<file path="src/design/rpd_pkg.sv">
// rpd_pkg: shared constants, payload types and combine helpers for the 2x2 pyramid downsampler
package rpd_pkg;

  localparam int MAX_WIDTH   = 4096;
  localparam int SAMPLE_BITS = 16;

  localparam int W_BITS     = 13;
  localparam int H_BITS     = 16;
  localparam int CFG_W      = 16;
  localparam int COL_BITS   = $clog2(MAX_WIDTH);
  localparam int ROW_BITS   = 16;
  localparam int LINE_DEPTH = (MAX_WIDTH + 1) / 2;
  localparam int LINE_AW    = $clog2(LINE_DEPTH);

  // pair partial: two samples summed, block partial: four samples summed
  localparam int PAIR_BITS  = SAMPLE_BITS + 1;
  localparam int BLK_BITS   = SAMPLE_BITS + 2;

  localparam int QDEPTH     = 4;
  localparam int QAW        = $clog2(QDEPTH);

  // divide by three as multiply by reciprocal, exact for values below 2^(shift-1)
  localparam int     DIV3_SHIFT = 2 * ((BLK_BITS + 3) / 2);
  localparam longint DIV3_K_L   = ((longint'(1) << DIV3_SHIFT) + 2) / 3;
  localparam logic [DIV3_SHIFT-2:0] DIV3_K = DIV3_K_L[DIV3_SHIFT-2:0];

  typedef enum logic [1:0] {
    CFG_IN_WIDTH     = 2'd0,
    CFG_IN_HEIGHT    = 2'd1,
    CFG_COMBINE_MODE = 2'd2
  } cfg_idx_t;

  typedef enum logic {
    MODE_AVG = 1'b0,
    MODE_MAX = 1'b1
  } mode_t;

  typedef enum logic {
    BLK_UPPER = 1'b0,
    BLK_PAD   = 1'b1
  } blk_kind_t;

  typedef struct packed {
    logic signed [SAMPLE_BITS-1:0] red_sample;
    logic signed [SAMPLE_BITS-1:0] green_sample;
    logic signed [SAMPLE_BITS-1:0] blue_sample;
    logic                          red_invalid;
    logic                          green_invalid;
    logic                          blue_invalid;
  } rpd_in_t;

  typedef struct packed {
    logic signed [SAMPLE_BITS-1:0] red_out;
    logic signed [SAMPLE_BITS-1:0] green_out;
    logic signed [SAMPLE_BITS-1:0] blue_out;
    logic                          red_out_invalid;
    logic                          green_out_invalid;
    logic                          blue_out_invalid;
    logic                          last_of_image;
  } rpd_out_t;

  typedef struct packed {
    logic [COL_BITS:0]   width;
    logic [ROW_BITS-1:0] height;
    mode_t               mode;
  } cfg_t;

  typedef struct packed {
    logic signed [PAIR_BITS-1:0] v;
    logic [1:0]                  n;
  } pair_ch_t;

  typedef pair_ch_t [2:0] pair_pix_t;

  typedef struct packed {
    logic signed [BLK_BITS-1:0] v;
    logic [2:0]                 n;
  } blk_ch_t;

  typedef blk_ch_t [2:0] blk_pix_t;

  typedef struct packed {
    blk_pix_t ch;
    logic     last;
  } blk_item_t;

  function automatic blk_ch_t comb_ch(blk_ch_t a, blk_ch_t b, mode_t mode);
    blk_ch_t r;
    r = '0;
    if (mode == MODE_AVG) begin
      r.v = a.v + b.v;
      r.n = a.n + b.n;
    end else if (a.n != 3'd0 && b.n != 3'd0) begin
      r.v = (a.v > b.v) ? a.v : b.v;
      r.n = 3'd1;
    end else if (a.n != 3'd0) begin
      r.v = a.v;
      r.n = 3'd1;
    end else if (b.n != 3'd0) begin
      r.v = b.v;
      r.n = 3'd1;
    end
    return r;
  endfunction

  function automatic blk_ch_t widen(pair_ch_t p);
    blk_ch_t r;
    r.v = BLK_BITS'(p.v);
    r.n = 3'(p.n);
    return r;
  endfunction

  function automatic pair_ch_t narrow(blk_ch_t b);
    pair_ch_t r;
    r.v = b.v[PAIR_BITS-1:0];
    r.n = b.n[1:0];
    return r;
  endfunction

endpackage

</file>
<file path="src/design/rpd_back.sv">
// rpd_back: rounding divide or maximum pass, saturation and the output register
module rpd_back (
  input  logic                  clk,
  input  logic                  rst_n,
  input  rpd_pkg::mode_t        mode,
  input  logic [rpd_pkg::QAW:0] q_count,
  input  rpd_pkg::blk_item_t    head_item,
  output logic                  pop,
  output logic                  out_valid,
  input  logic                  out_stall,
  output rpd_pkg::rpd_out_t     out_data
);

  localparam int PROD_BITS = rpd_pkg::BLK_BITS + rpd_pkg::DIV3_SHIFT;
  localparam int SQ_BITS   = rpd_pkg::BLK_BITS + 2;
  localparam logic signed [SQ_BITS-1:0] SAT_HI =
    SQ_BITS'((longint'(1) << (rpd_pkg::SAMPLE_BITS - 1)) - 1);
  localparam logic signed [SQ_BITS-1:0] SAT_LO =
    SQ_BITS'(-(longint'(1) << (rpd_pkg::SAMPLE_BITS - 1)));

  logic                          b1_valid_r, b1_valid_nxt;
  logic [rpd_pkg::BLK_BITS-1:0]  mag_r [3];
  logic                          neg_r [3];
  logic                          inv_r [3];
  logic                          last_r;
  logic                          out_valid_r, out_valid_nxt;
  rpd_pkg::rpd_out_t             out_data_r, out_nxt;

  logic                          b_adv;
  logic                          b1_load;

  logic signed [rpd_pkg::BLK_BITS:0] v_ext [3];
  logic signed [rpd_pkg::BLK_BITS:0] v_abs [3];
  logic [rpd_pkg::BLK_BITS-1:0]      absv  [3];
  logic [rpd_pkg::BLK_BITS:0]        a1    [3];
  logic [rpd_pkg::BLK_BITS:0]        a2    [3];
  logic [PROD_BITS-1:0]              prod  [3];
  logic [rpd_pkg::BLK_BITS-1:0]      mag   [3];

  logic signed [SQ_BITS-1:0]          sq  [3];
  logic [rpd_pkg::SAMPLE_BITS-1:0]    res [3];

  always_comb begin
    b_adv         = ~out_valid_r | ~out_stall;
    b1_load       = ~b1_valid_r | b_adv;
    pop           = (q_count != '0) & b1_load;
    b1_valid_nxt  = b1_load ? pop : b1_valid_r;
    out_valid_nxt = b_adv ? b1_valid_r : out_valid_r;
  end

  // stage one: magnitude of the rounded quotient or of the maximum, sign kept apart
  always_comb begin
    for (int c = 0; c < 3; c++) begin
      v_ext[c] = (rpd_pkg::BLK_BITS + 1)'(head_item.ch[c].v);
      v_abs[c] = v_ext[c][rpd_pkg::BLK_BITS] ? -v_ext[c] : v_ext[c];
      absv[c]  = v_abs[c][rpd_pkg::BLK_BITS-1:0];
      a1[c]    = {1'b0, absv[c]} + 1'b1;
      a2[c]    = {1'b0, absv[c]} + 2'd2;
      prod[c]  = a1[c][rpd_pkg::BLK_BITS-1:0] * rpd_pkg::DIV3_K;
      if (mode == rpd_pkg::MODE_MAX) begin
        mag[c] = absv[c];
      end else begin
        case (head_item.ch[c].n)
          3'd1:    mag[c] = absv[c];
          3'd2:    mag[c] = a1[c][rpd_pkg::BLK_BITS:1];
          3'd3:    mag[c] = prod[c][rpd_pkg::DIV3_SHIFT +: rpd_pkg::BLK_BITS];
          3'd4:    mag[c] = {1'b0, a2[c][rpd_pkg::BLK_BITS:2]};
          default: mag[c] = '0;
        endcase
      end
    end
  end

  always_ff @(posedge clk) begin
    if (b1_load) begin
      for (int c = 0; c < 3; c++) begin
        mag_r[c] <= mag[c];
        neg_r[c] <= head_item.ch[c].v[rpd_pkg::BLK_BITS-1];
        inv_r[c] <= (head_item.ch[c].n == 3'd0);
      end
      last_r <= head_item.last;
    end
  end

  // stage two: restore sign and clamp to the sample range
  always_comb begin
    for (int c = 0; c < 3; c++) begin
      sq[c] = neg_r[c] ? -$signed({2'b00, mag_r[c]}) : $signed({2'b00, mag_r[c]});
      if (inv_r[c]) begin
        res[c] = '0;
      end else if (sq[c] > SAT_HI) begin
        res[c] = SAT_HI[rpd_pkg::SAMPLE_BITS-1:0];
      end else if (sq[c] < SAT_LO) begin
        res[c] = SAT_LO[rpd_pkg::SAMPLE_BITS-1:0];
      end else begin
        res[c] = sq[c][rpd_pkg::SAMPLE_BITS-1:0];
      end
    end
    out_nxt.red_out           = res[0];
    out_nxt.green_out         = res[1];
    out_nxt.blue_out          = res[2];
    out_nxt.red_out_invalid   = inv_r[0];
    out_nxt.green_out_invalid = inv_r[1];
    out_nxt.blue_out_invalid  = inv_r[2];
    out_nxt.last_of_image     = last_r;
  end

  always_ff @(posedge clk) begin
    if (b_adv) begin
      out_data_r <= out_nxt;
    end
  end

  always_ff @(posedge clk) begin
    if (!rst_n) begin
      b1_valid_r  <= 1'b0;
      out_valid_r <= 1'b0;
    end else begin
      b1_valid_r  <= b1_valid_nxt;
      out_valid_r <= out_valid_nxt;
    end
  end

  assign out_valid = out_valid_r;
  assign out_data  = out_data_r;

endmodule

</file>
<file path="config.mk">
export PLATFORM = sky130hd
export DESIGN_NAME = rpd_back
export DESIGN_NICKNAME = d
export VERILOG_FILES = /design/src/design/rpd_pkg.sv /design/src/design/rpd_back.sv
export SDC_FILE = /design/constraint.sdc
export NUM_CORES = 2
export LEC_CHECK = 0
export BUFFER_PORTS_ARGS = -buffer_cell sky130_fd_sc_hd__buf_2
export CORE_ASPECT_RATIO = 2
export CORE_MARGIN = 5
export CORE_UTILIZATION = 25
export DETAILED_ROUTE_END_ITERATION = 7
export PLACE_DENSITY = 0.38
export SYNTH_ARGS = -nofsm -noshare
export SYNTH_HDL_FRONTEND = slang
export SYNTH_SLANG_ARGS = --single-unit
</file>
<file path="constraint.sdc">
create_clock -name clk -period 9.5 [get_ports clk]
set_clock_uncertainty 0.2 [all_clocks]
set_input_delay 0.95 -clock clk [delete_from_list [all_inputs] [get_ports clk]]
set_output_delay 0.95 -clock clk [all_outputs]
set_load 0.02 [all_outputs]
</file>
==> run metrics <==
status=finished clean; Clock Tree Root=clkbuf_16; Initial Util=0.252; Placer Congestion=0.900; largest fanout on the critical path=6; TritonCTS clock tree=done; Crit path required time=9.51 ns; Fillers=approximately 12000; first-pass GRT wire length=about 150000 µm; CTS Buf Count=17; worst slew pin tran=between 0.9 and 1 ns; initial antenna violation count=16; Post-DP Area=32200 µm²; count of mapped cells out of synthesis=~3000; share of the synthesized area in the top cell type=0.217; fin. max-slew vios=0; Post-synth EDFFs=~110; insertion delay to the later sink of the worst-skew pair=around 0.47 ns; minimum clock period=just over 9 ns; FMAX=~110 MHz; final hold vios=0; DRT Wirelength=103000 µm; commonest non-fill, non-tap cell in the layout=inv_1; register area share after synthesis=0.124; drt first pass iters=5; Netlist cell types=106; Main synth FF type=edfxtp_1; dpl hpwl=around 93000 µm; Global Route Usage Sum=0.175; via count=22600; synthesized area=27700 µm²; Core ar.=~110000 µm²; routed len/inst=~21 µm; number of global-route vias before repair=around 25000; area grow syn2layout=18.7%; number of max-cap violations=0; Storage cell area=~3400 µm²; met1 Use GR=0.162; CTS Buffer Depth=2; cell area after layout=approximately 33000 µm²; share of cells above drive strength 1=0.156; Post-synth ARST share=0; Clk pin slew, worst setup/hold paths=about 0.07 ns; Setup crit start kind=input port; Die Ht=slightly below 500 µm; post-route ant nets=0; io pins=~130; period utilization=0.959; r2r setup slk=5.70 ns; RSZ-0062 raised after global routing=false; Rel. slew slack=0.340; M2 GR Usage=0.369; die area=approximately 120000 µm²; DRC Markers=0; flops & latches, synth=roughly 120; Row Count=172; Die Wd=roughly 250 µm; H-tree depth=4; CP most frequent cell=ha_1; met3 Track Usage GR=0.0178; synthesized area per cell=between 9 and 10 µm²; largest net degree at the start of global routing=63; Port Buf Inserts=between 100 and 150; Final setup viols=0; Worst Path Arrival=~9 ns; DR iter-0 viols=685; Crit Path Class=in2reg; Sinks on Clock Net=about 120; Slowest cell on crit path=o31ai_1; post-DR vias/cell=around 4.6; Synth Warn #=0; commonest non-fill, non-tap cells in the layout=inv_1, ha_1, fa_1, buf_4, xnor2_1; Worst Hold Class=reg2reg; GRT busiest layer=met2; post-synth top area cell=fa_1; GR Overflow Total=0; Synth area leaders=fa_1, ha_1, edfxtp_1; slowest cell delay on critical path=between 0.7 and 0.8 ns; area of the multi-input gates=between 20000 and 25000 µm²; Worst setup EP type=register; fin nets=approximately 4300
## worst paths after layout
kind	startpoint	end	cells after the start
max	head_item[26]	mag_r[0][25]$_DFFE_PP_	29
min	last_r$_DFFE_PP_	out_data[0]$_DFFE_PP_	0
max reg2reg	mag_r[0][0]$_DFFE_PP_	out_data[38]$_SDFFCE_PP0P_	11
min reg2reg	last_r$_DFFE_PP_	out_data[0]$_DFFE_PP_	0
## stage by stage
stage               utilization  hold slack, ns  TNS [ns]  setup slack (ns)  instances
finish                    0.299           0.222         0             0.385       4931
global route              0.299           0.226         0           0.00614       4925
detailed placement        0.293           0.205     -2.03            -0.302       4891
CTS                       0.298           0.224         0             0.171       4922
floorplan                     -           0.200         0           0.00585       3057
global placement          0.293           0.204     -1.61            -0.255       4891
## flip-flops by register name (all words and copies together), names as in the netlist
signal      cells
last_r          1
out_valid       1
neg_r           3
mag_r          54
inv_r           3
b1_valid_r      1
out_data       52
## critical path: cells and delay by family
family | cells | cell delay (ns)
AND/OR/NAND/NOR | 4 | 1.23
buffers and inverters | 7 | 0.94
AO/OA/AOI/OAI | 8 | 2.48
adder cells (fa/ha/maj) | 7 | 2.67
XOR/XNOR | 3 | 0.83
## Yosys cell counts, types with 30 or more instances
| master | number |
|---|---|
| ha_1 | 466 |
| nand2_1 | 122 |
| inv_1 | 719 |
| nor3_1 | 52 |
| a21o_1 | 46 |
| xnor2_1 | 142 |
| xor2_1 | 132 |
| edfxtp_1 | 113 |
| fa_1 | 300 |
| clkbuf_1 | 46 |
| nand2b_1 | 30 |
| nand3_1 | 51 |
| nor2_1 | 106 |
| o21ai_0 | 115 |
| a21oi_1 | 82 |
| nor2b_1 | 41 |
## what timing repair did
item / 4_1_cts / 5_1_grt
hold buffers: 0 / 0
buffers inserted: 0 / 2
endpoints found under the setup margin: 0 / 15
gates resized for setup: 0 / 9
## per-layer routing
metal | routed length (µm) | up-vias
li1 | - | 10900
met1 | 33900 | 11100
met2 | 60900 | 403
met3 | 2420 | 176
met4 | 5650 | 8
met5 | 47 | -
## cell type report
class,instances,area share
multi-input combinational,2157,0.651
sequential,115,0.104
clock buffer,17,0.0129
tap,1479,0.0563
inverter,721,0.0823
timing repair buffer,421,0.0874
antenna,7,0.000533
clock inverter,14,0.00529
## cells by family (layout without fill, tap and decap cells)
group | after synthesis | in the layout | synth area share
fa+ha+maj | 766 | 766 | 0.427
simple gates | 571 | 571 | 0.112
other cells | 1 | 16 | 0.000135
compound gates | 517 | 517 | 0.130
xor+xnor | 291 | 291 | 0.0972
flops | 115 | 115 | 0.124
mux | 3 | 3 | 0.00108
buf+inv | 785 | 1173 | 0.108
Power is left out: the tool's default activity adds up to more than one toggle a clock period on the data nets, which glitch-free logic cannot reach.
