==> src/design/rpd_pkg.sv <==
// rpd_pkg: shared constants, payload types and combine helpers for the 2x2 pyramid downsampler
package rpd_pkg;

  localparam int MAX_WIDTH   = 4096;
  localparam int SAMPLE_BITS = 16;

  localparam int W_BITS     = 13;
  localparam int H_BITS     = 16;
  localparam int CFG_W      = 16;
  localparam int COL_BITS   = $clog2(MAX_WIDTH);
  localparam int ROW_BITS   = 16;
  localparam int LINE_DEPTH = (MAX_WIDTH + 1) / 2;
  localparam int LINE_AW    = $clog2(LINE_DEPTH);

  // pair partial: two samples summed, block partial: four samples summed
  localparam int PAIR_BITS  = SAMPLE_BITS + 1;
  localparam int BLK_BITS   = SAMPLE_BITS + 2;

  localparam int QDEPTH     = 4;
  localparam int QAW        = $clog2(QDEPTH);

  // divide by three as multiply by reciprocal, exact for values below 2^(shift-1)
  localparam int     DIV3_SHIFT = 2 * ((BLK_BITS + 3) / 2);
  localparam longint DIV3_K_L   = ((longint'(1) << DIV3_SHIFT) + 2) / 3;
  localparam logic [DIV3_SHIFT-2:0] DIV3_K = DIV3_K_L[DIV3_SHIFT-2:0];

  typedef enum logic [1:0] {
    CFG_IN_WIDTH     = 2'd0,
    CFG_IN_HEIGHT    = 2'd1,
    CFG_COMBINE_MODE = 2'd2
  } cfg_idx_t;

  typedef enum logic {
    MODE_AVG = 1'b0,
    MODE_MAX = 1'b1
  } mode_t;

  typedef enum logic {
    BLK_UPPER = 1'b0,
    BLK_PAD   = 1'b1
  } blk_kind_t;

  typedef struct packed {
    logic signed [SAMPLE_BITS-1:0] red_sample;
    logic signed [SAMPLE_BITS-1:0] green_sample;
    logic signed [SAMPLE_BITS-1:0] blue_sample;
    logic                          red_invalid;
    logic                          green_invalid;
    logic                          blue_invalid;
  } rpd_in_t;

  typedef struct packed {
    logic signed [SAMPLE_BITS-1:0] red_out;
    logic signed [SAMPLE_BITS-1:0] green_out;
    logic signed [SAMPLE_BITS-1:0] blue_out;
    logic                          red_out_invalid;
    logic                          green_out_invalid;
    logic                          blue_out_invalid;
    logic                          last_of_image;
  } rpd_out_t;

  typedef struct packed {
    logic [COL_BITS:0]   width;
    logic [ROW_BITS-1:0] height;
    mode_t               mode;
  } cfg_t;

  typedef struct packed {
    logic signed [PAIR_BITS-1:0] v;
    logic [1:0]                  n;
  } pair_ch_t;

  typedef pair_ch_t [2:0] pair_pix_t;

  typedef struct packed {
    logic signed [BLK_BITS-1:0] v;
    logic [2:0]                 n;
  } blk_ch_t;

  typedef blk_ch_t [2:0] blk_pix_t;

  typedef struct packed {
    blk_pix_t ch;
    logic     last;
  } blk_item_t;

  function automatic blk_ch_t comb_ch(blk_ch_t a, blk_ch_t b, mode_t mode);
    blk_ch_t r;
    r = '0;
    if (mode == MODE_AVG) begin
      r.v = a.v + b.v;
      r.n = a.n + b.n;
    end else if (a.n != 3'd0 && b.n != 3'd0) begin
      r.v = (a.v > b.v) ? a.v : b.v;
      r.n = 3'd1;
    end else if (a.n != 3'd0) begin
      r.v = a.v;
      r.n = 3'd1;
    end else if (b.n != 3'd0) begin
      r.v = b.v;
      r.n = 3'd1;
    end
    return r;
  endfunction

  function automatic blk_ch_t widen(pair_ch_t p);
    blk_ch_t r;
    r.v = BLK_BITS'(p.v);
    r.n = 3'(p.n);
    return r;
  endfunction

  function automatic pair_ch_t narrow(blk_ch_t b);
    pair_ch_t r;
    r.v = b.v[PAIR_BITS-1:0];
    r.n = b.n[1:0];
    return r;
  endfunction

endpackage

==> src/design/rpd_queue.sv <==
// rpd_queue: short block queue between the front and the finishing back end
module rpd_queue (
  input  logic                  clk,
  input  logic                  rst_n,
  input  logic                  push,
  input  rpd_pkg::blk_item_t    push_item,
  input  logic                  pop,
  output logic [rpd_pkg::QAW:0] count,
  output rpd_pkg::blk_item_t    head_item
);

  rpd_pkg::blk_item_t          slot_r [rpd_pkg::QDEPTH];
  logic [rpd_pkg::QAW-1:0]     wr_ptr_r, wr_ptr_nxt;
  logic [rpd_pkg::QAW-1:0]     rd_ptr_r, rd_ptr_nxt;
  logic [rpd_pkg::QAW:0]       count_r, count_nxt;

  always_comb begin
    wr_ptr_nxt = push ? wr_ptr_r + 1'b1 : wr_ptr_r;
    rd_ptr_nxt = pop ? rd_ptr_r + 1'b1 : rd_ptr_r;
    count_nxt  = count_r + (rpd_pkg::QAW + 1)'(push) - (rpd_pkg::QAW + 1)'(pop);
    count      = count_r;
    head_item  = slot_r[rd_ptr_r];
  end

  always_ff @(posedge clk) begin
    if (!rst_n) begin
      wr_ptr_r <= '0;
      rd_ptr_r <= '0;
      count_r  <= '0;
    end else begin
      wr_ptr_r <= wr_ptr_nxt;
      rd_ptr_r <= rd_ptr_nxt;
      count_r  <= count_nxt;
    end
  end

  always_ff @(posedge clk) begin
    if (push) begin
      slot_r[wr_ptr_r] <= push_item;
    end
  end

endmodule

==> config.mk <==
export PLATFORM = sky130hd
export DESIGN_NAME = rpd_queue
export DESIGN_NICKNAME = d
export VERILOG_FILES = /design/src/design/rpd_pkg.sv /design/src/design/rpd_queue.sv
export SDC_FILE = /design/constraint.sdc
export NUM_CORES = 1
export LEC_CHECK = 0
export ABC_AREA = 1
export BUFFER_PORTS_ARGS = -buffer_cell sky130_fd_sc_hd__buf_2
export CAP_MARGIN = 25
export CORE_UTILIZATION = 50
export CTS_CLUSTER_DIAMETER = 120
export CTS_CLUSTER_SIZE = 16
export DETAILED_ROUTE_END_ITERATION = 16
export GPL_ROUTABILITY_DRIVEN = 0
export PLACE_DENSITY = 0.74
export SLEW_MARGIN = 20
export SYNTH_ARGS = -nofsm -noshare
export SYNTH_HDL_FRONTEND = slang
export SYNTH_SLANG_ARGS = --single-unit
==> constraint.sdc <==
create_clock -name clk -period 2.3 [get_ports clk]
set_input_delay 0.115 -clock clk [delete_from_list [all_inputs] [get_ports clk]]
set_output_delay 0.115 -clock clk [all_outputs]
set_load 0.02 [all_outputs]
==> impl_metrics.yaml, run 1 <==
clock_tree:
  postCtsSetupRepairBufs: 0
  cts-buffers-inserted: 20
  htreeDepth: 1
  cts_tree: "done"
  path_clk_slew_ns: 0.07
  worstSkewPairLatency_ns: 0.50
  clockBufferDepth: 3
  cts-resized-gates: 0
  cts_sinks: 265
  cts_root_buf: "clkbuf_16"
layout:
  nets: 1008
  areaGrowthSynthToFinish_pct: 22.1
  mostFrequentLayoutCell: "edfxtp_1"
  regArea_um2: 7870
  fill_cells: 1466
  final_cell_mix: "256 x edfxtp_1, 192 x nor2_1, 134 x o21ai_1, 134 x buf_2, 67 x dlygate4sd3_1"
  drive_above_1_share: 0.187
  multi_input_area_um2: 1870
power_and_ir_drop:
  powerDensity_nw_per_um2: 812
  p_leak_nw: 4.42
  p_sw_mw: 2.33
  clkPwrFrac: 0.315
  combPwrFrac: 0.123
  irDropWorstVdd_mv: 0.794
  netSwitchingFraction: 0.235
  p_int_mw: 7.59
  p_seq_frac: 0.561
routing:
  wirelength_mm: 19.7
  drc_errors: 0
  via_per_inst: 5.15
  firstDrtPassIters: 6
  wl_per_cell_um: 16.3
  routed-via-count: 6207
  drtAntennaViolNets: 0
  drt_iter0_markers: 404
timing:
  finClkSkew_ns: 0.0111
  max_freq_mhz: 461
  hold_viol_final: 0
  setup_slack_ns: 0.131
  finalCritPeriodShare: 0.943
  report.final.slew_viol_count: 0
  worst_pin_slew_ns: 0.687
  slew_headroom: 0.542
  timing.setup.tns_ns: 0
  rsz0062_at_grt: "false"
  fin_crit_ns: 2.17
  setup_viol: 0
synth:
  avgSynthCellArea_um2: 13.6
  synth_cell_types: 16
  synth_area_um2: 10000
  syn_inst: 737
  synth_top_area_share: 0.768
  ys_seq_area_frac: 0.786
  syn-num-nets: 812
  ys_top_cells_by_area: "edfxtp_1 77%, nor2_1 7.2%, o21ai_1 6.7%"
  ys_warn_count: 0
  synth-seq-cells: 265
  synth_top_area_cell: "edfxtp_1"
hold_path:
  holdPathStages: 2
  worst_hold_path_type: "input port to register"
global_route:
  grt_max_degree: 130
  grt_antenna_before_repair: 1
  grt_pass1_vias: 6211
  grtUsageTotal: 0.193
  grt_overflow: 0
  grt_pass1_wl_mm: 30.4
die:
  rows: 51
  die_w_um: 144
  ios: 135
  core_um2: 19500
  chipHeight_um: 144
  die_area_um2: 20600
  start_util: 0.513
status:
  outcome: "complete, no violations"
worst_setup_path:
  crit_type: "register to output pin"
  worstSetupEndpointType: "output pin"
  worstRegToRegCells: 8
  worstPathMaxFanout: 129
  slowest_delay_ns: 0.37
  cpMaxStageDelayCell: "dfxtp_4"
  critical_path.cell_chain: "buf_12 -> nor2_1 -> nor2_1 -> o21ai_0 -> o21ai_1 -> buf_2"
  worstPathArrival_ns: 2.05
  r2r_slack_ns: 0.73
  crit_path_frequent_cell: "nor2_1"
  worst_ep_required_time_ns: 2.18
  cp-start-kind: "register"
placement:
  io_buffers: 134
  dp_hpwl_mm: 10.6
  place_ws_ns: 0.671
run:
  maxCapViolations: 0
-- state kept, by name (all words and copies together) (netlist names), named ones only --
signal    count
wr_ptr_r      2
slot_r      256
rd_ptr_r      2
count         3
-- power groups by stage --
stage | sequential, mW | clock, mW | combinational [mW]
2_1_floorplan | 5.69 | 0 | 0.689
3_3_place_gp | 5.67 | 0 | 1.12
3_5_place_dp | 5.67 | 0 | 1.14
4_1_cts | 5.57 | 3.20 | 1.24
5_1_grt | 5.58 | 3.36 | 1.35
6_report | 5.57 | 3.13 | 1.22
-- final cells by class --
type | instances | area share
sequential | 265 | 0.644
multi-input combinational | 412 | 0.153
clock inverter | 1 | 0.000717
tap | 265 | 0.0271
timing repair buffer | 214 | 0.124
inverter | 20 | 0.00645
clock buffer | 27 | 0.0448
antenna | 1 | 0.000205
-- path summary, 6_finish.rpt --
path,start,end
max,register,head_item[5]
min,push_item[46],slot_r[1][46]$_DFFE_PP_
max reg2reg,count[0]$_SDFF_PN0_,count[2]$_SDFF_PN0_
min reg2reg,rd_ptr_r[1]$_SDFFE_PN0P_,rd_ptr_r[1]$_SDFFE_PN0P_
-- cell usage after synthesis, drive strengths merged --
| library cell | n |
|---|---|
| ha | 6 |
| nor2 | 192 |
| fa | 1 |
| edfxtp | 256 |
| clkbuf | 17 |
| inv | 20 |
| o21ai | 196 |
| nand3 | 1 |
| dfxtp | 9 |
| buf | 23 |
| a21oi | 5 |
| nand2 | 11 |
-- cells by family after synthesis --
group                      share of synthesized area
DFF                                            0.786
and+or+nand+nor                               0.0766
AOI/OAI and AO/OA                              0.100
buffers and inverters                         0.0275
adders and majority gates                    0.00950
-- critical path, delay by kind of cell (launching register included) --
family	cells	cell delay (ns)
AO/OA/AOI/OAI	2	0.21
buffers and inverters	2	0.57
flip-flops	1	0.37
AND/OR/NAND/NOR	2	0.20
-- timing repair --
| action | CTS | global route |
|---|---|---|
| setup endpoints to repair | 0 | 0 |
| hold endpoints to repair | 265 | 0 |
| hold buffers | 67 | 0 |
-- layer usage --
| layer | wire length, µm | share of wire | vias to the layer above | GRT usage |
|---|---|---|---|---|
| met5 | 0 | 0 | - | 0 |
| li1 | - | - | 3029 | - |
| met1 | 8130 | 0.41 | 2946 | 0.225 |
| met3 | 1240 | 0.063 | 42 | 0.0400 |
| met4 | 506 | 0.026 | 0 | 0.0717 |
| met2 | 9800 | 0.50 | 190 | 0.348 |
-- through the flow --
stage | util | instance area (µm²) | std cells | hold slack (ns) | total power, mW
floorplan | - | 10000 | 737 | 0.208 | 6.38
global placement | 0.563 | 11000 | 1109 | 0.327 | 6.78
detailed placement | 0.563 | 11000 | 1109 | 0.331 | 6.82
CTS | 0.626 | 12200 | 1204 | 0.341 | 10.0
global route | 0.626 | 12200 | 1205 | 0.360 | 10.3
finish | 0.626 | 12200 | 1205 | 0.356 | 9.92
Power figures use the tool's default switching activity.
==> run 2: changes to the inputs <==
--- a/config.mk
+++ b/config.mk
@@ -8,12 +8,14 @@
 export ABC_AREA = 1
 export BUFFER_PORTS_ARGS = -buffer_cell sky130_fd_sc_hd__buf_2
 export CAP_MARGIN = 25
+export CORE_MARGIN = 5
 export CORE_UTILIZATION = 50
 export CTS_CLUSTER_DIAMETER = 120
 export CTS_CLUSTER_SIZE = 16
 export DETAILED_ROUTE_END_ITERATION = 16
 export GPL_ROUTABILITY_DRIVEN = 0
 export PLACE_DENSITY = 0.74
+export SETUP_SLACK_MARGIN = 0.3
 export SLEW_MARGIN = 20
 export SYNTH_ARGS = -nofsm -noshare
 export SYNTH_HDL_FRONTEND = slang
==> impl_metrics.yaml, run 2 (synthesis gave the netlist of run 1 again) <==
status:
  outcome: "complete, no violations"
routing:
  via_per_inst: 5.28
  routed-via-count: 6389
  firstDrtPassIters: 4
  wirelength_mm: 21.2
  drt_iter0_markers: 439
  drc_errors: 0
  wl_per_cell_um: 17.5
  drtAntennaViolNets: 0
timing:
  rsz0062_at_grt: "true"
  setup_viol: 0
  hold_viol_final: 0
  finClkSkew_ns: 0.0155
  report.final.slew_viol_count: 0
  max_freq_mhz: 519
  timing.setup.tns_ns: 0
  finalCritPeriodShare: 0.838
  fin_crit_ns: 1.93
  slew_headroom: 0.664
  worst_pin_slew_ns: 0.505
clock_tree:
  path_clk_slew_ns: 0.07
  cts_tree: "done"
  cts-buffers-inserted: 20
  worstSkewPairLatency_ns: 0.49
  clockBufferDepth: 3
  htreeDepth: 1
  cts_sinks: 265
  cts_root_buf: "clkbuf_16"
die:
  die_w_um: 152
  die_area_um2: 23000
  core_um2: 19600
  chipHeight_um: 152
  ios: 135
  start_util: 0.511
  rows: 51
global_route:
  grt_overflow: 0
  grtUsageMet3: 0.0363
  grtUsageMet2: 0.301
  grt_pass1_vias: 6146
  grtUsageTotal: 0.172
  grt_busiest_layer: "met2"
  grt_antenna_before_repair: 0
  grt_max_degree: 65
  grt_pass1_wl_mm: 31.0
  grt_use_met1: 0.218
worst_setup_path:
  worstPathMaxFanout: 63
  cp_top_family: "buffers and inverters"
  crit_type: "register to output pin"
  cp.buffers_inverters: 3
  slowest_delay_ns: 0.40
  critical_path.cell_chain: "inv_4 -> buf_16 -> o21ai_0 -> o21ai_1 -> buf_2"
  cpMaxStageDelayCell: "dfxtp_4"
  worstSetupEndpointType: "output pin"
  cp-start-kind: "register"
  worst_ep_required_time_ns: 2.18
  worstPathArrival_ns: 1.81
layout:
  largest_register_ffs: 256
  drive_above_1_share: 0.195
  areaGrowthSynthToFinish_pct: 24.2
  nets: 1013
  mostFrequentLayoutCell: "edfxtp_1"
  top_register: "slot_r"
  antenna_cells: 0
  fill_cells: 1423
  final_cell_mix: "256 x edfxtp_1, 192 x nor2_1, 135 x o21ai_1"
power_and_ir_drop:
  netSwitchingFraction: 0.237
  combPwrFrac: 0.130
  p_sw_mw: 2.38
  irDropWorstVdd_mv: 0.879
  clkPwrFrac: 0.315
  p_seq_frac: 0.555
  p_leak_nw: 4.47
  fin_total_pwr_mw: 10.0
  p_int_mw: 7.65
  powerDensity_nw_per_um2: 807
placement:
  io_buffers: 134
  dp_hpwl_mm: 10.4
hold_path:
  worst_hold_path_type: "input port to register"
run:
  maxCapViolations: 0
[run 2: path summary, 6_finish.rpt]
check | from | end | depth (start not counted) | slack [ns]
worst max-delay path | register | head_item[25] | 5 | 0.37
worst max register to register | wr_ptr_r[0]$_SDFFE_PN0P_ | slot_r[2][36]$_DFFE_PP_ | 5 | 0.74
worst min-delay path | push_item[1] | slot_r[0][1]$_DFFE_PP_ | 2 | 0.36
worst min register to register | rd_ptr_r[1]$_SDFFE_PN0P_ | register | 1 | 0.47
[run 2: through the flow]
stage | hold slack [ns] | cells | util | cell area (µm²) | setup WS (ns)
2_1_floorplan | 0.208 | 737 | - | 10000 | 0.309
4_1_cts | 0.335 | 1204 | 0.627 | 12300 | 0.306
3_3_place_gp | 0.328 | 1107 | 0.563 | 11000 | 0.779
5_1_grt | 0.357 | 1210 | 0.634 | 12400 | 0.248
6_report | 0.360 | 1210 | 0.634 | 12400 | 0.374
3_5_place_dp | 0.328 | 1107 | 0.563 | 11000 | 0.751
[run 2: layer usage]
layer  up-vias  share of wire
li1       3045              -
met1      3077           0.41
met2       227           0.49
met3        40          0.074
met4         0          0.025
met5         -              0
[run 2: repair_timing]
action                                 CTS  global route
endpoints found under the hold margin  265             0
resized for setup                        3             7
setup endpoints to repair               31            29
gates cloned                             0             3
hold buffers                            67             0
buffers inserted                         1             3
[run 2: final cells by class]
type / count / area [µm²] / share of cell area
Clock inverter: 1 / 8.76 / 0.000705
Inverter: 20 / 97.6 / 0.00785
Clock buffer: 28 / 552 / 0.0444
Sequential cell: 265 / 7870 / 0.633
Tap cell: 265 / 332 / 0.0267
Timing Repair Buffer: 219 / 1690 / 0.136
Multi-Input combinational cell: 412 / 1870 / 0.151
[run 2: power groups by stage]
stage	logic (mW)	registers, mW	clock network, mW
global route	1.43	5.59	3.46
finish	1.30	5.57	3.16
CTS	1.26	5.57	3.24
detailed placement	1.15	5.68	0
floorplan	0.694	5.69	0
global placement	1.13	5.67	0
==> run 3: changes to the inputs <==
--- a/config.mk
+++ b/config.mk
@@ -14,7 +14,7 @@
 export CTS_CLUSTER_SIZE = 16
 export DETAILED_ROUTE_END_ITERATION = 16
 export GPL_ROUTABILITY_DRIVEN = 0
-export PLACE_DENSITY = 0.74
+export PLACE_DENSITY = 0.71
 export SETUP_SLACK_MARGIN = 0.3
 export SLEW_MARGIN = 20
 export SYNTH_ARGS = -nofsm -noshare
==> constraint.sdc (replaced) <==
create_clock -name clk -period 1.8 [get_ports clk]
set_input_delay 0.09 -clock clk [delete_from_list [all_inputs] [get_ports clk]]
set_output_delay 0.09 -clock clk [all_outputs]
set_load 0.02 [all_outputs]
==> impl_metrics.yaml, run 3 (synthesis gave the netlist of run 1 again) <==
layout:
  antenna_cells: 0
  top_register: "slot_r"
  areaGrowthSynthToFinish_pct: 37.5
  fill_cells: 1286
  regArea_um2: 7880
  mostFrequentLayoutCell: "edfxtp_1"
  multi_input_area_um2: 2160
  nets: 1058
  final_cell_mix: "256 x edfxtp_1, 156 x nor2_1, 144 x o21ai_1"
  largest_register_ffs: 256
  drive_above_1_share: 0.311
timing:
  hold_viol_final: 0
  timing.setup.tns_ns: -0.517
  worst_pin_slew_ns: 0.367
  rsz0062_at_grt: "true"
  setup_viol: 27
  report.final.slew_viol_count: 0
  fin_crit_ns: 1.85
  max_freq_mhz: 540
  finalCritPeriodShare: 1.03
  slew_headroom: 0.755
  setup_slack_ns: -0.0526
  whs_ns: 0.328
  finClkSkew_ns: 0.0256
routing:
  via_per_inst: 5.31
  wirelength_mm: 25.5
  drt_iter0_markers: 501
  wl_per_cell_um: 20.2
  routed-via-count: 6706
  drc_errors: 0
  firstDrtPassIters: 5
  drtAntennaViolNets: 0
clock_tree:
  path_clk_slew_ns: 0.07
  cts_tree: "done"
  cts_root_buf: "clkbuf_16"
  htreeDepth: 1
  clockBufferDepth: 3
  worstSkewPairLatency_ns: 0.51
  cts-buffers-inserted: 20
  cts_sinks: 265
worst_setup_path:
  cp-start-kind: "register"
  worstPathMaxFanout: 6
  worstSetupEndpointType: "output pin"
  crit_type: "register to output pin"
  worst_ep_required_time_ns: 1.71
  worstPathArrival_ns: 1.76
die:
  die_area_um2: 23000
  rows: 51
  start_util: 0.511
  ios: 135
  chipHeight_um: 152
  core_um2: 19600
  die_w_um: 152
placement:
  dp_hpwl_mm: 11.9
  io_buffers: 134
global_route:
  grt_antenna_before_repair: 0
  grt_pass1_vias: 6446
  grtUsageTotal: 0.195
  grt_pass1_wl_mm: 34.6
  grt_overflow: 0
  grt_max_degree: 59
power_and_ir_drop:
  irDropWorstVdd_mv: 1.21
  p_leak_nw: 4.98
  powerDensity_nw_per_um2: 982
  fin_total_pwr_mw: 13.5
run:
  maxCapViolations: 0
hold_path:
  worst_hold_path_type: "input port to register"
status:
  violations: "negative setup slack"
  outcome: "finished, violations left"
run 3: changes by cell type in the layout (fill, tap and decap cells not counted), sizes merged:
cell    previous run  this run
clkbuf            31        48
buf              149       181
clkinv             1         4
run 3: area by class of cell:
| class | instances | area share |
|---|---|---|
| Clock inverter | 2 | 0.00182 |
| Timing Repair inverter | 2 | 0.00100 |
| Clock buffer | 34 | 0.0402 |
| Sequential cell | 265 | 0.572 |
| Multi-Input combinational cell | 412 | 0.157 |
| Inverter | 20 | 0.00818 |
| Timing Repair Buffer | 262 | 0.196 |
| Tap cell | 265 | 0.0241 |
run 3: where the power goes:
group,switching (mW),internal [mW],leakage (nW)
combinational,1.29,1.01,2.28
clock,1.97,2.12,0.274
sequential,0.0958,7.05,2.43
total,3.35,10.2,4.98
run 3: per-stage QoR:
stage / instance area (µm²) / setup slack (ns) / util / instances
2_1_floorplan: 10100 / -0.117 / - / 737
3_3_place_gp: 11200 / 0.248 / 0.572 / 1117
3_5_place_dp: 11200 / 0.221 / 0.572 / 1117
4_1_cts: 12900 / -0.0580 / 0.661 / 1236
5_1_grt: 13800 / -0.129 / 0.703 / 1262
6_report: 13800 / -0.0526 / 0.703 / 1262
run 3: worst max-delay path: stages (launching register included):
cell and delay [ns]:
dfxtp_4 0.46, buf_12 0.16, buf_16 0.14, nor2_2 0.05
nor2_1 0.14, o21ai_2 0.10, o21ai_2 0.09, buf_6 0.14
run 3: final timing paths:
path | startpoint | endpoint | slack, ns | depth (start not counted)
max | register | head_item[56] | -0.05 | 7
min | push_item[58] | slot_r[3][58]$_DFFE_PP_ | 0.33 | 2
max reg2reg | count[0]$_SDFF_PN0_ | count[2]$_SDFF_PN0_ | 0.23 | 8
min reg2reg | rd_ptr_r[1]$_SDFFE_PN0P_ | register | 0.43 | 1
run 3: repair_timing:
item                                    4_1_cts  5_1_grt
endpoints found under the setup margin      119      116
hold buffers                                 67        0
setup buffers                                 7        7
endpoints found under the hold margin       265        0
cloned                                        9       19
pin swaps                                     5       30
resized for setup                            78      133
run 3: routing by layer:
metal	vias to the layer above	share of wire	GRT usage
met1	3287	0.42	0.259
li1	3149	-	-
met5	-	0	0
met4	0	0.015	0.0431
met3	31	0.066	0.0280
met2	239	0.50	0.344
